File: src/rtl/lec_pkg.sv
`default_nettype none

package lec_pkg;

  localparam int MAX_HALF_WIDTH = 16;
  localparam int SAMPLE_BITS    = 16;

  // Width and reset value of the half_width register.
  localparam int          CFG_BITS         = 5;
  localparam logic [4:0]  HALF_WIDTH_RESET = 5'd1;

  typedef enum logic [1:0] {
    CLASS_NONE = 2'd0,
    CLASS_MAX  = 2'd1,
    CLASS_MIN  = 2'd2
  } class_t;

endpackage

`default_nettype wire

File: src/rtl/lec_window.sv
`default_nettype none

module lec_window #(
  parameter int MAX_HALF_WIDTH = lec_pkg::MAX_HALF_WIDTH,
  parameter int SAMPLE_BITS    = lec_pkg::SAMPLE_BITS
) (
  input  wire logic                          clk,
  input  wire logic                          shift_en,
  input  wire logic signed [SAMPLE_BITS-1:0] sample,
  output logic signed [SAMPLE_BITS-1:0]      taps [2*MAX_HALF_WIDTH+1]
);

  localparam int DEPTH = 2 * MAX_HALF_WIDTH + 1;

  // Newest sample at tap 0. Taps not yet written in the current signal are
  // masked out by the classifier, so the line needs no reset.
  always_ff @(posedge clk) begin
    if (shift_en) begin
      taps[0] <= sample;
      for (int k = 1; k < DEPTH; k++) begin
        taps[k] <= taps[k-1];
      end
    end
  end

endmodule

`default_nettype wire

File: src/rtl/lec_classify.sv
`default_nettype none

module lec_classify #(
  parameter int MAX_HALF_WIDTH = lec_pkg::MAX_HALF_WIDTH,
  parameter int SAMPLE_BITS    = lec_pkg::SAMPLE_BITS
) (
  input  wire logic signed [SAMPLE_BITS-1:0]          taps [2*MAX_HALF_WIDTH+1],
  input  wire logic [$clog2(MAX_HALF_WIDTH+1)-1:0]    age,
  input  wire logic [$clog2(MAX_HALF_WIDTH+1)-1:0]    width,
  input  wire logic [$clog2(2*MAX_HALF_WIDTH+1)-1:0]  oldest,
  output lec_pkg::class_t                             cls
);

  localparam int DEPTH    = 2 * MAX_HALF_WIDTH + 1;
  localparam int SUM_BITS = $clog2(DEPTH) + 1;

  logic signed [SAMPLE_BITS-1:0] center;
  logic [SUM_BITS-1:0]           age_ext;
  logic [SUM_BITS-1:0]           width_ext;
  logic [SUM_BITS-1:0]           oldest_ext;
  logic [DEPTH-1:0]              in_window;
  logic                          is_max;
  logic                          is_min;

  assign age_ext    = SUM_BITS'(age);
  assign width_ext  = SUM_BITS'(width);
  assign oldest_ext = SUM_BITS'(oldest);

  // The center can only sit in the newer half of the line.
  always_comb begin
    center = taps[0];
    for (int k = 1; k <= MAX_HALF_WIDTH; k++) begin
      if (age == ($clog2(MAX_HALF_WIDTH+1))'(k)) begin
        center = taps[k];
      end
    end
  end

  // Clamping a neighbor to the first or last sample of the signal repeats a
  // value that is already inside the window, so it is enough to compare
  // against every stored sample within the width and not older than the
  // first sample of the signal.
  always_comb begin
    is_max = 1'b1;
    is_min = 1'b1;
    for (int k = 0; k < DEPTH; k++) begin
      in_window[k] = (SUM_BITS'(k) != age_ext) &&
                     (SUM_BITS'(k) <= age_ext + width_ext) &&
                     (SUM_BITS'(k) + width_ext >= age_ext) &&
                     (SUM_BITS'(k) <= oldest_ext);
      if (in_window[k] && !(center >= taps[k])) begin
        is_max = 1'b0;
      end
      if (in_window[k] && !(center <= taps[k])) begin
        is_min = 1'b0;
      end
    end
  end

  always_comb begin
    if (is_max) begin
      cls = lec_pkg::CLASS_MAX;
    end else if (is_min) begin
      cls = lec_pkg::CLASS_MIN;
    end else begin
      cls = lec_pkg::CLASS_NONE;
    end
  end

endmodule

`default_nettype wire

File: src/rtl/lec_sequencer.sv
`default_nettype none

module lec_sequencer #(
  parameter int MAX_HALF_WIDTH = lec_pkg::MAX_HALF_WIDTH
) (
  input  wire logic                                   clk,
  input  wire logic                                   rst,
  input  wire logic                                   in_valid,
  input  wire logic                                   end_of_signal,
  output logic                                        in_stall,
  input  wire logic [$clog2(MAX_HALF_WIDTH+1)-1:0]    width,
  output logic                                        shift_en,
  output logic [$clog2(MAX_HALF_WIDTH+1)-1:0]         job_age,
  output logic [$clog2(MAX_HALF_WIDTH+1)-1:0]         job_width,
  output logic [$clog2(2*MAX_HALF_WIDTH+1)-1:0]       job_oldest,
  input  wire lec_pkg::class_t                        cls,
  output logic                                        out_valid,
  input  wire logic                                   out_stall,
  output lec_pkg::class_t                             sample_class,
  output logic                                        last_result
);

  localparam int DEPTH     = 2 * MAX_HALF_WIDTH + 1;
  localparam int FR_BITS   = $clog2(MAX_HALF_WIDTH + 2);
  localparam int AGE_BITS  = $clog2(MAX_HALF_WIDTH + 1);
  localparam int SEEN_BITS = $clog2(DEPTH + 1);
  localparam int OLD_BITS  = $clog2(DEPTH);

  localparam logic [FR_BITS-1:0]   FR_MAX   = FR_BITS'(MAX_HALF_WIDTH + 1);
  localparam logic [SEEN_BITS-1:0] SEEN_MAX = SEEN_BITS'(DEPTH);

  logic [FR_BITS-1:0]   flush_remaining;
  logic [FR_BITS-1:0]   flush_remaining_next;
  logic [SEEN_BITS-1:0] samples_seen;
  logic [SEEN_BITS-1:0] samples_seen_next;
  logic [FR_BITS-1:0]   pending;
  logic [FR_BITS-1:0]   pending_next;
  logic                 job_last;

  logic [FR_BITS-1:0]   fr_inc;
  logic [SEEN_BITS-1:0] seen_inc;
  logic [FR_BITS-1:0]   width_ext;
  logic                 emit;
  logic                 accept;

  assign emit     = (pending != '0) && (!out_valid || !out_stall);
  // The next sample may shift the window at the edge that takes the last
  // class of the current job.
  assign in_stall = !((pending == '0) || (pending == FR_BITS'(1) && emit));
  assign accept   = in_valid && !in_stall;
  assign shift_en = accept;

  assign fr_inc    = (flush_remaining < FR_MAX) ? flush_remaining + 1'b1 : flush_remaining;
  assign seen_inc  = (samples_seen < SEEN_MAX) ? samples_seen + 1'b1 : samples_seen;
  assign width_ext = FR_BITS'(width);

  always_comb begin
    if (end_of_signal) begin
      pending_next         = fr_inc;
      flush_remaining_next = '0;
      samples_seen_next    = '0;
    end else begin
      pending_next         = (fr_inc > width_ext) ? fr_inc - width_ext : '0;
      flush_remaining_next = fr_inc - pending_next;
      samples_seen_next    = seen_inc;
    end
  end

  always_ff @(posedge clk) begin
    if (rst) begin
      flush_remaining <= '0;
      samples_seen    <= '0;
      pending         <= '0;
      out_valid       <= 1'b0;
    end else begin
      if (accept) begin
        flush_remaining <= flush_remaining_next;
        samples_seen    <= samples_seen_next;
        pending         <= pending_next;
      end else if (emit) begin
        pending <= pending - 1'b1;
      end
      if (emit) begin
        out_valid <= 1'b1;
      end else if (!out_stall) begin
        out_valid <= 1'b0;
      end
    end
  end

  // Job and result payload registers.
  always_ff @(posedge clk) begin
    if (accept) begin
      job_age    <= AGE_BITS'(fr_inc - 1'b1);
      job_width  <= width;
      job_oldest <= OLD_BITS'(seen_inc - 1'b1);
      job_last   <= end_of_signal;
    end else if (emit) begin
      job_age <= job_age - 1'b1;
    end
    if (emit) begin
      sample_class <= cls;
      last_result  <= job_last && (job_age == '0);
    end
  end

endmodule

`default_nettype wire

File: src/rtl/local_extrema_classifier.sv
`default_nettype none

// Channel   Handshake              Payload
// -------   ---------------------  -----------------------------------
// input     in_valid / in_stall    sample, end_of_signal
// output    out_valid / out_stall  sample_class, last_result
// config    cfg_valid / cfg_ready  cfg_half_width
//
// A sample that releases at most one class is taken every cycle unless a
// stalled output holds a class; a completed right-hand window registers a
// job, whose class then goes to the output register. A final sample or a
// lowered half_width releases several classes, one per cycle through the
// single classifier unless the output stalls; input stalls until the last
// one is registered. Reset (synchronous) clears the counters, the output
// valid and sets half_width to 1; the sample line needs no clearing pass.

module local_extrema_classifier #(
  parameter int MAX_HALF_WIDTH = lec_pkg::MAX_HALF_WIDTH,
  parameter int SAMPLE_BITS    = lec_pkg::SAMPLE_BITS
) (
  input  wire logic                           clk,
  input  wire logic                           rst,
  input  wire logic                           in_valid,
  output logic                                in_stall,
  input  wire logic signed [SAMPLE_BITS-1:0]  sample,
  input  wire logic                           end_of_signal,
  output logic                                out_valid,
  input  wire logic                           out_stall,
  output logic [1:0]                          sample_class,
  output logic                                last_result,
  input  wire logic                           cfg_valid,
  output logic                                cfg_ready,
  input  wire logic [lec_pkg::CFG_BITS-1:0]   cfg_half_width
);

  localparam int DEPTH    = 2 * MAX_HALF_WIDTH + 1;
  localparam int W_BITS   = $clog2(MAX_HALF_WIDTH + 1);
  localparam int OLD_BITS = $clog2(DEPTH);

  logic [lec_pkg::CFG_BITS-1:0]  half_width;
  logic [W_BITS-1:0]             eff_width;
  logic                          shift_en;
  logic signed [SAMPLE_BITS-1:0] taps [DEPTH];
  logic [W_BITS-1:0]             job_age;
  logic [W_BITS-1:0]             job_width;
  logic [OLD_BITS-1:0]           job_oldest;
  lec_pkg::class_t               cls;
  lec_pkg::class_t               out_class;

  assign cfg_ready = 1'b1;

  always_ff @(posedge clk) begin
    if (rst) begin
      half_width <= lec_pkg::HALF_WIDTH_RESET;
    end else if (cfg_valid && cfg_ready) begin
      half_width <= cfg_half_width;
    end
  end

  // Zero acts as one, and anything above the line's reach as its maximum.
  always_comb begin
    if (half_width == '0) begin
      eff_width = W_BITS'(1);
    end else if (half_width > lec_pkg::CFG_BITS'(MAX_HALF_WIDTH)) begin
      eff_width = W_BITS'(MAX_HALF_WIDTH);
    end else begin
      eff_width = W_BITS'(half_width);
    end
  end

  lec_window #(
    .MAX_HALF_WIDTH (MAX_HALF_WIDTH),
    .SAMPLE_BITS    (SAMPLE_BITS)
  ) u_window (
    .clk      (clk),
    .shift_en (shift_en),
    .sample   (sample),
    .taps     (taps)
  );

  lec_classify #(
    .MAX_HALF_WIDTH (MAX_HALF_WIDTH),
    .SAMPLE_BITS    (SAMPLE_BITS)
  ) u_classify (
    .taps   (taps),
    .age    (job_age),
    .width  (job_width),
    .oldest (job_oldest),
    .cls    (cls)
  );

  lec_sequencer #(
    .MAX_HALF_WIDTH (MAX_HALF_WIDTH)
  ) u_sequencer (
    .clk           (clk),
    .rst           (rst),
    .in_valid      (in_valid),
    .end_of_signal (end_of_signal),
    .in_stall      (in_stall),
    .width         (eff_width),
    .shift_en      (shift_en),
    .job_age       (job_age),
    .job_width     (job_width),
    .job_oldest    (job_oldest),
    .cls           (cls),
    .out_valid     (out_valid),
    .out_stall     (out_stall),
    .sample_class  (out_class),
    .last_result   (last_result)
  );

  assign sample_class = out_class;

endmodule

`default_nettype wire

File: config.mk
export PLATFORM = sky130hd
export DESIGN_NAME = local_extrema_classifier
export DESIGN_NICKNAME = d
export VERILOG_FILES = /design/src/rtl/lec_pkg.sv /design/src/rtl/lec_window.sv /design/src/rtl/lec_classify.sv /design/src/rtl/lec_sequencer.sv /design/src/rtl/local_extrema_classifier.sv
export SDC_FILE = /design/constraint.sdc
export NUM_CORES = 2
export LEC_CHECK = 0
export BUFFER_PORTS_ARGS = -buffer_cell sky130_fd_sc_hd__buf_4
export CORE_UTILIZATION = 55
export CTS_CLUSTER_DIAMETER = 100
export CTS_CLUSTER_SIZE = 40
export DETAILED_ROUTE_END_ITERATION = 12
export HOLD_SLACK_MARGIN = 0.02
export PLACE_DENSITY = 0.71
export SLEW_MARGIN = 15
export SYNTH_ARGS = -nofsm -noshare
export SYNTH_HDL_FRONTEND = slang
export SYNTH_SLANG_ARGS = --single-unit
File: constraint.sdc
create_clock -name clk -period 53.1 [get_ports clk]
set_clock_uncertainty 0.15 [all_clocks]
set_input_delay 2.655 -clock clk [delete_from_list [all_inputs] [get_ports clk]]
set_output_delay 2.655 -clock clk [all_outputs]
set_load 0.01 [all_outputs]
# Word level (Yosys, flattened, before mapping)
# Cells that the tools add are included.
# word_totals
output_inout_bits,6
word_cells,645
ff_bits,570
input_bits,27
# op_classes
order_cmp,169
add_sub_neg,41
n_mux,97
n_eq_ne,49
n_reduce_logical,245
# op_table
operator,n
greater-or-equal comparator 16 bit,33
less-or-equal comparator 16 bit,33
2-to-1 mux 16 bit,16
greater-or-equal comparator 7 x 5 -> 1 bit,32
logical AND 1 bit,168
less-or-equal comparator 5 x 7 -> 1 bit (first input constant),16
adder 5 x 5 -> 6 bit (first input constant),16
less-or-equal comparator 5 x 6 -> 1 bit (first input constant),16
!= test 5 bit (first input constant),16
logical NOT 1 bit,69
2-to-1 mux 1 bit,68
less-or-equal comparator 4 x 7 -> 1 bit (first input constant),8
2-to-1 mux 5 bit,10
adder 4 x 5 -> 6 bit (first input constant),8
less-or-equal comparator 4 x 6 -> 1 bit (first input constant),8
== test 5 x 4 -> 1 bit (second input constant),8
!= test 4 x 5 -> 1 bit (first input constant),8
less-or-equal comparator 3 x 7 -> 1 bit (first input constant),4
adder 3 x 5 -> 6 bit (first input constant),4
less-or-equal comparator 3 x 6 -> 1 bit (first input constant),4
== test 5 x 3 -> 1 bit (second input constant),4
!= test 3 x 5 -> 1 bit (first input constant),4
logical NOT 5 bit,3
subtractor 5 x 1 -> 5 bit (second input constant),3
other kinds (31),42

# Logic depth before layout (Yosys ltp)
# depth
word_depth,54
depth_mapped,26
mapped_depth_nobuf,23

# Hierarchy
# Synthesis repeated with hierarchy kept, for this count alone.
# unflattened
cells_unflattened,3680
area_unflattened_um2,38358.0
# modules_own_cells
module,instances,cells_each,area_per_inst_um2,seq_area_each_um2
lec_classify,1,2886,19930.4,0.0
lec_window,1,528,15855.2,15855.2
lec_sequencer,1,240,2348.5,940.9
local_extrema_classifier,1,26,224.0,100.1

# Worst setup path after synthesis
# Ideal clock, no wire load.
# synth_timing
path_type,input -> register
start,input out_stall
end,"register u_sequencer.job_age[2], data pin"
path_slack_ps,32969
t_arrival_ps,19102
setup_time_ps,879
stages,6
required_time_ps,52071
cell_sequence,nand2_1 -> a21o_1 -> nand3_1 -> inv_1 -> clkbuf_1 -> o21ai_0
# synth_via
elab_chain_cells,7
# synth_lines
element,line_no,text
start: declaration,local_extrema_classifier.sv:28,"input wire logic out_stall,"
logical NOT 1 bit,lec_sequencer.sv:46,assign emit = (pending != '0) && (!out_valid || !out_stall);
logical OR 1 bit,lec_sequencer.sv:46,
logical AND 1 bit,lec_sequencer.sv:46,
logical AND 1 bit,lec_sequencer.sv:49,assign in_stall = !((pending == '0) || (pending == FR_BITS'(1) && emit));
logical OR 1 bit,lec_sequencer.sv:49,
logical AND 1 bit,lec_sequencer.sv:50,assign accept = in_valid && !in_stall;
via shift_en,local_extrema_classifier.sv:42,logic shift_en;
2-to-1 mux 5 bit,lec_sequencer.sv:93,if (accept) begin
end signal: assignment,lec_sequencer.sv:94,job_age <= AGE_BITS'(fr_inc - 1'b1);
end signal: assignment,lec_sequencer.sv:99,job_age <= job_age - 1'b1;
end: declaration,lec_sequencer.sv:13,"output logic [$clog2(MAX_HALF_WIDTH+1)-1:0] job_age,"
# The timed path passes the listed nets, and every way through them passes these cells.
# A chain may end at the register's enable or synchronous reset.

# Worst setup path after layout
# layout_timing
start,register u_sequencer.job_age[0]
end,"register u_sequencer.sample_class[1], data pin"
# layout_lines
element,line_no,text
== test 5 x 1 -> 1 bit,lec_classify.sv:33,if (age == ($clog2(MAX_HALF_WIDTH+1))'(k)) begin
2-to-1 mux 16 bit (16 in a row),lec_classify.sv:33,
greater-or-equal comparator 16 bit,lec_classify.sv:51,if (in_window[k] && !(center >= taps[k])) begin
logical NOT 1 bit,lec_classify.sv:51,
logical AND 1 bit,lec_classify.sv:51,
2-to-1 mux 1 bit (32 in a row),lec_classify.sv:51,
2-to-1 mux 1 bit (*),lec_classify.sv:51,
via u_classify.is_max,lec_classify.sv:22,logic is_max;
end signal: assignment,lec_sequencer.sv:102,sample_class <= cls;
end: declaration,lec_sequencer.sv:19,"output lec_pkg::class_t sample_class,"
# The timed path passes the listed nets; every way through them passes the cells marked *.

==> impl_metrics.yaml <==
worst_setup_path:
  critPathArrivalTime_ns: 8.51
  worstSetupEndpointType: "flip-flop"
  r2r_cells: 22
  ff2ff_setup_slack_ns: 44.83
  worstPathRequired_ns: 53.34
  path_class: "reg -> reg"
  timing.rr.end: "u_sequencer.sample_class[1]"
  path_max_fanout: 19
  start_kind: "flip-flop"
  rr_startpoint: "u_sequencer.job_age[0]"
global_route:
  grt.total_usage: 0.3076
  globalRouteOverflowTotal: 0
  grt_max_degree: 174
  grt_pass1_wl_mm: 166.0
  grt_pass1_vias: 27830
  antenna_found_initial: 0
routing:
  ant_nets: 0
  drc_errors: 0
  vias_per_cell: 6.254
  firstDrtPassIters: 6
  wire_per_inst_um: 23.48
  drt_iter0_drc: 2888
  wirelength_mm: 109.1
  vias: 29080
layout:
  drive_above_1_share: 0.04734
  syn_to_final_growth_pct: 7.179
  final_cell_mix: "631 x ha_1, 603 x inv_1, 548 x edfxtp_1"
  final_common_cell: "ha_1"
  n_antenna_cell: 0
  nNetsFinal: 4358
synth:
  ys_types: 84
  syn_nets: 4332
  syn_area_mm2: 0.03815
  yosys_warnings: 0
  synth_edf_count: 548
  synthFlopType: "edfxtp_1"
  yosys_register_bits: 570
  syn_inst: 3671
  async_reset_ff_frac: 0
  avgSynthCellArea_um2: 10.39
  ys_seq_area_frac: 0.4429
cts:
  clkTransAtPathRegs_ns: 0.14
  cts_root_buf: "clkbuf_16"
  cts_tree: "built"
  post_cts_buffers: 0
  cts_buffers: 27
  htreeDepth: 1
  ctsResizeCount: 0
  clk_latency_ns: 0.67
  clockBufferDepth: 3
  cts_sinks: 570
  cts_hold_buf: 0
sta:
  hold_viol: 0
  worst_pin_slew_ns: 1.078
  setup_viol: 0
  tns_ns: 0
  slew_viol_final: 0
  rsz0062_at_grt: "no"
  period_share: 0.1558
  slew_headroom: 0.2723
  fmax_mhz: 120.9
  final.min_clock_period_ns: 8.272
hold_path:
  min_path_type: "reg -> reg"
  min_to: "u_window.taps[210]"
  hold_depth: 0
  hold_start: "u_window.taps[226]"
floorplanning:
  boundaryPins: 33
  die_x_um: 265.4
  fp-row-count: 96
  chipHeight_um: 265.4
  start_util: 0.5563
  core-area_mm2: 0.06859
  dieArea_mm2: 0.07042
placed_design:
  dp_hpwl_mm: 81.53
  portBuffers: 31
  gp_congestion: 1.023
run_status:
  status: "completed"
run:
  maxCapViolCount: 0
==> critical path, stage by stage (launching register included) <==
cell,delay (ns)
edfxtp_1,0.51
ha_1,0.55
nor2b_1,0.69
nand2_1,0.42
o2111ai_1,0.31
o211ai_1,0.16
o211ai_1,0.22
a22oi_1,0.18
o21ai_0,0.31
o211ai_1,0.19
a31oi_4,0.67
buf_4,0.48
ha_1,0.20
nand2_1,0.09
nor4_1,0.84
o311ai_0,0.42
a22o_1,0.32
nand2b_1,0.10
o2111ai_1,0.11
nor4_1,0.41
and4_1,0.26
and4_4,0.22
and4b_1,0.18
==> registers in the layout, indices dropped and copies added, names as in the netlist <==
signal	flops
u_window.taps	528
u_sequencer.flush_remaining	5
half_width	5
u_sequencer.last_result	1
u_sequencer.job_oldest	6
u_sequencer.samples_seen	6
u_sequencer.pending	5
u_sequencer.job_width	5
u_sequencer.sample_class	2
u_sequencer.job_last	1
u_sequencer.out_valid	1
u_sequencer.job_age	5
==> cells by family after synthesis <==
group / count (synthesis) / synth area share
other: 1 / 0.00009829
flip-flops: 570 / 0.4429
multiplexers: 29 / 0.007805
XOR/XNOR: 51 / 0.01171
adder cells (fa/ha/maj): 634 / 0.2085
AO/OA/AOI/OAI: 938 / 0.1592
AND/OR/NAND/NOR: 765 / 0.1015
buffers and inverters: 683 / 0.06831
==> worst max path at each step <==
| stage | startpoint | end | slack, ns | depth (start not counted) |
|---|---|---|---|---|
| after floorplan | out_stall | u_sequencer.job_age[2] | 32.97 | 6 |
| after global placement | u_sequencer.job_age[0] | u_sequencer.sample_class[1] | 45.32 | 22 |
| after detailed placement | u_sequencer.job_age[0] | u_sequencer.sample_class[1] | 45.15 | 22 |
| after CTS | u_sequencer.job_age[0] | u_sequencer.sample_class[1] | 45.10 | 22 |
| after global routing | u_sequencer.job_age[0] | u_sequencer.sample_class[1] | 44.67 | 22 |
| final | u_sequencer.job_age[0] | u_sequencer.sample_class[1] | 44.83 | 22 |
==> cells in the mapped netlist, types with 19 or more instances <==
cell / instances / area (um^2)
o211ai_1: 48 / 360.4
a211o_1: 20 / 175.2
ha_1: 631 / 7895
o22ai_1: 38 / 237.7
nand2_1: 163 / 611.8
nor2b_1: 51 / 319.1
o21ai_0: 192 / 960.9
a2111oi_0: 28 / 245.2
xnor2_1: 35 / 306.5
dfxtp_1: 22 / 440.4
nand2b_1: 30 / 187.7
nor2_1: 183 / 686.9
nor4_1: 22 / 137.6
inv_1: 604 / 2267
nor3_1: 68 / 340.3
a221o_1: 19 / 190.2
a21o_1: 55 / 412.9
a31oi_1: 34 / 212.7
mux2i_1: 23 / 230.2
a211oi_1: 68 / 510.5
a221oi_1: 22 / 192.7
nand3_1: 60 / 300.3
nand4_1: 93 / 581.8
clkbuf_1: 56 / 210.2
edfxtp_1: 548 / 16460
a21oi_1: 268 / 1341
o21a_1: 23 / 172.7
==> through the flow <==
stage / instances / hold WS [ns] / util / worst slack [ns] / area (um^2)
floorplan: 3671 / 0.2764 / - / 32.97 / 38150
global placement: 4599 / 0.2779 / 0.5796 / 45.32 / 39750
detailed placement: 4599 / 0.2817 / 0.5796 / 45.15 / 39760
CTS: 4649 / 0.3014 / 0.5962 / 45.10 / 40890
global route: 4649 / 0.3128 / 0.5962 / 44.67 / 40890
finish: 4649 / 0.2943 / 0.5962 / 44.83 / 40890
==> metal layers <==
| metal | share of wire | vias to the layer above | global-route usage |
|---|---|---|---|
| li1 | - | 13640 | - |
| met1 | 0.42 | 14090 | 0.4177 |
| met2 | 0.47 | 1126 | 0.5142 |
| met3 | 0.067 | 216 | 0.03407 |
| met4 | 0.036 | 0 | 0.1001 |
| met5 | 0 | - | 0 |
==> cell type report <==
| type | instances | area [um^2] |
|---|---|---|
| fillers | 5749 | 27700 |
| multi-input cells | 2418 | 18840 |
| flip-flops and latches | 570 | 16900 |
| inverters | 606 | 2282 |
| well taps | 931 | 1165 |
| clock buffers | 27 | 675.6 |
| repair buffers | 74 | 568.0 |
| clock inverters | 23 | 459.2 |
Power is left out: the tool's default activity adds up to more than one toggle a clock period on the data nets, which glitch-free logic cannot reach.
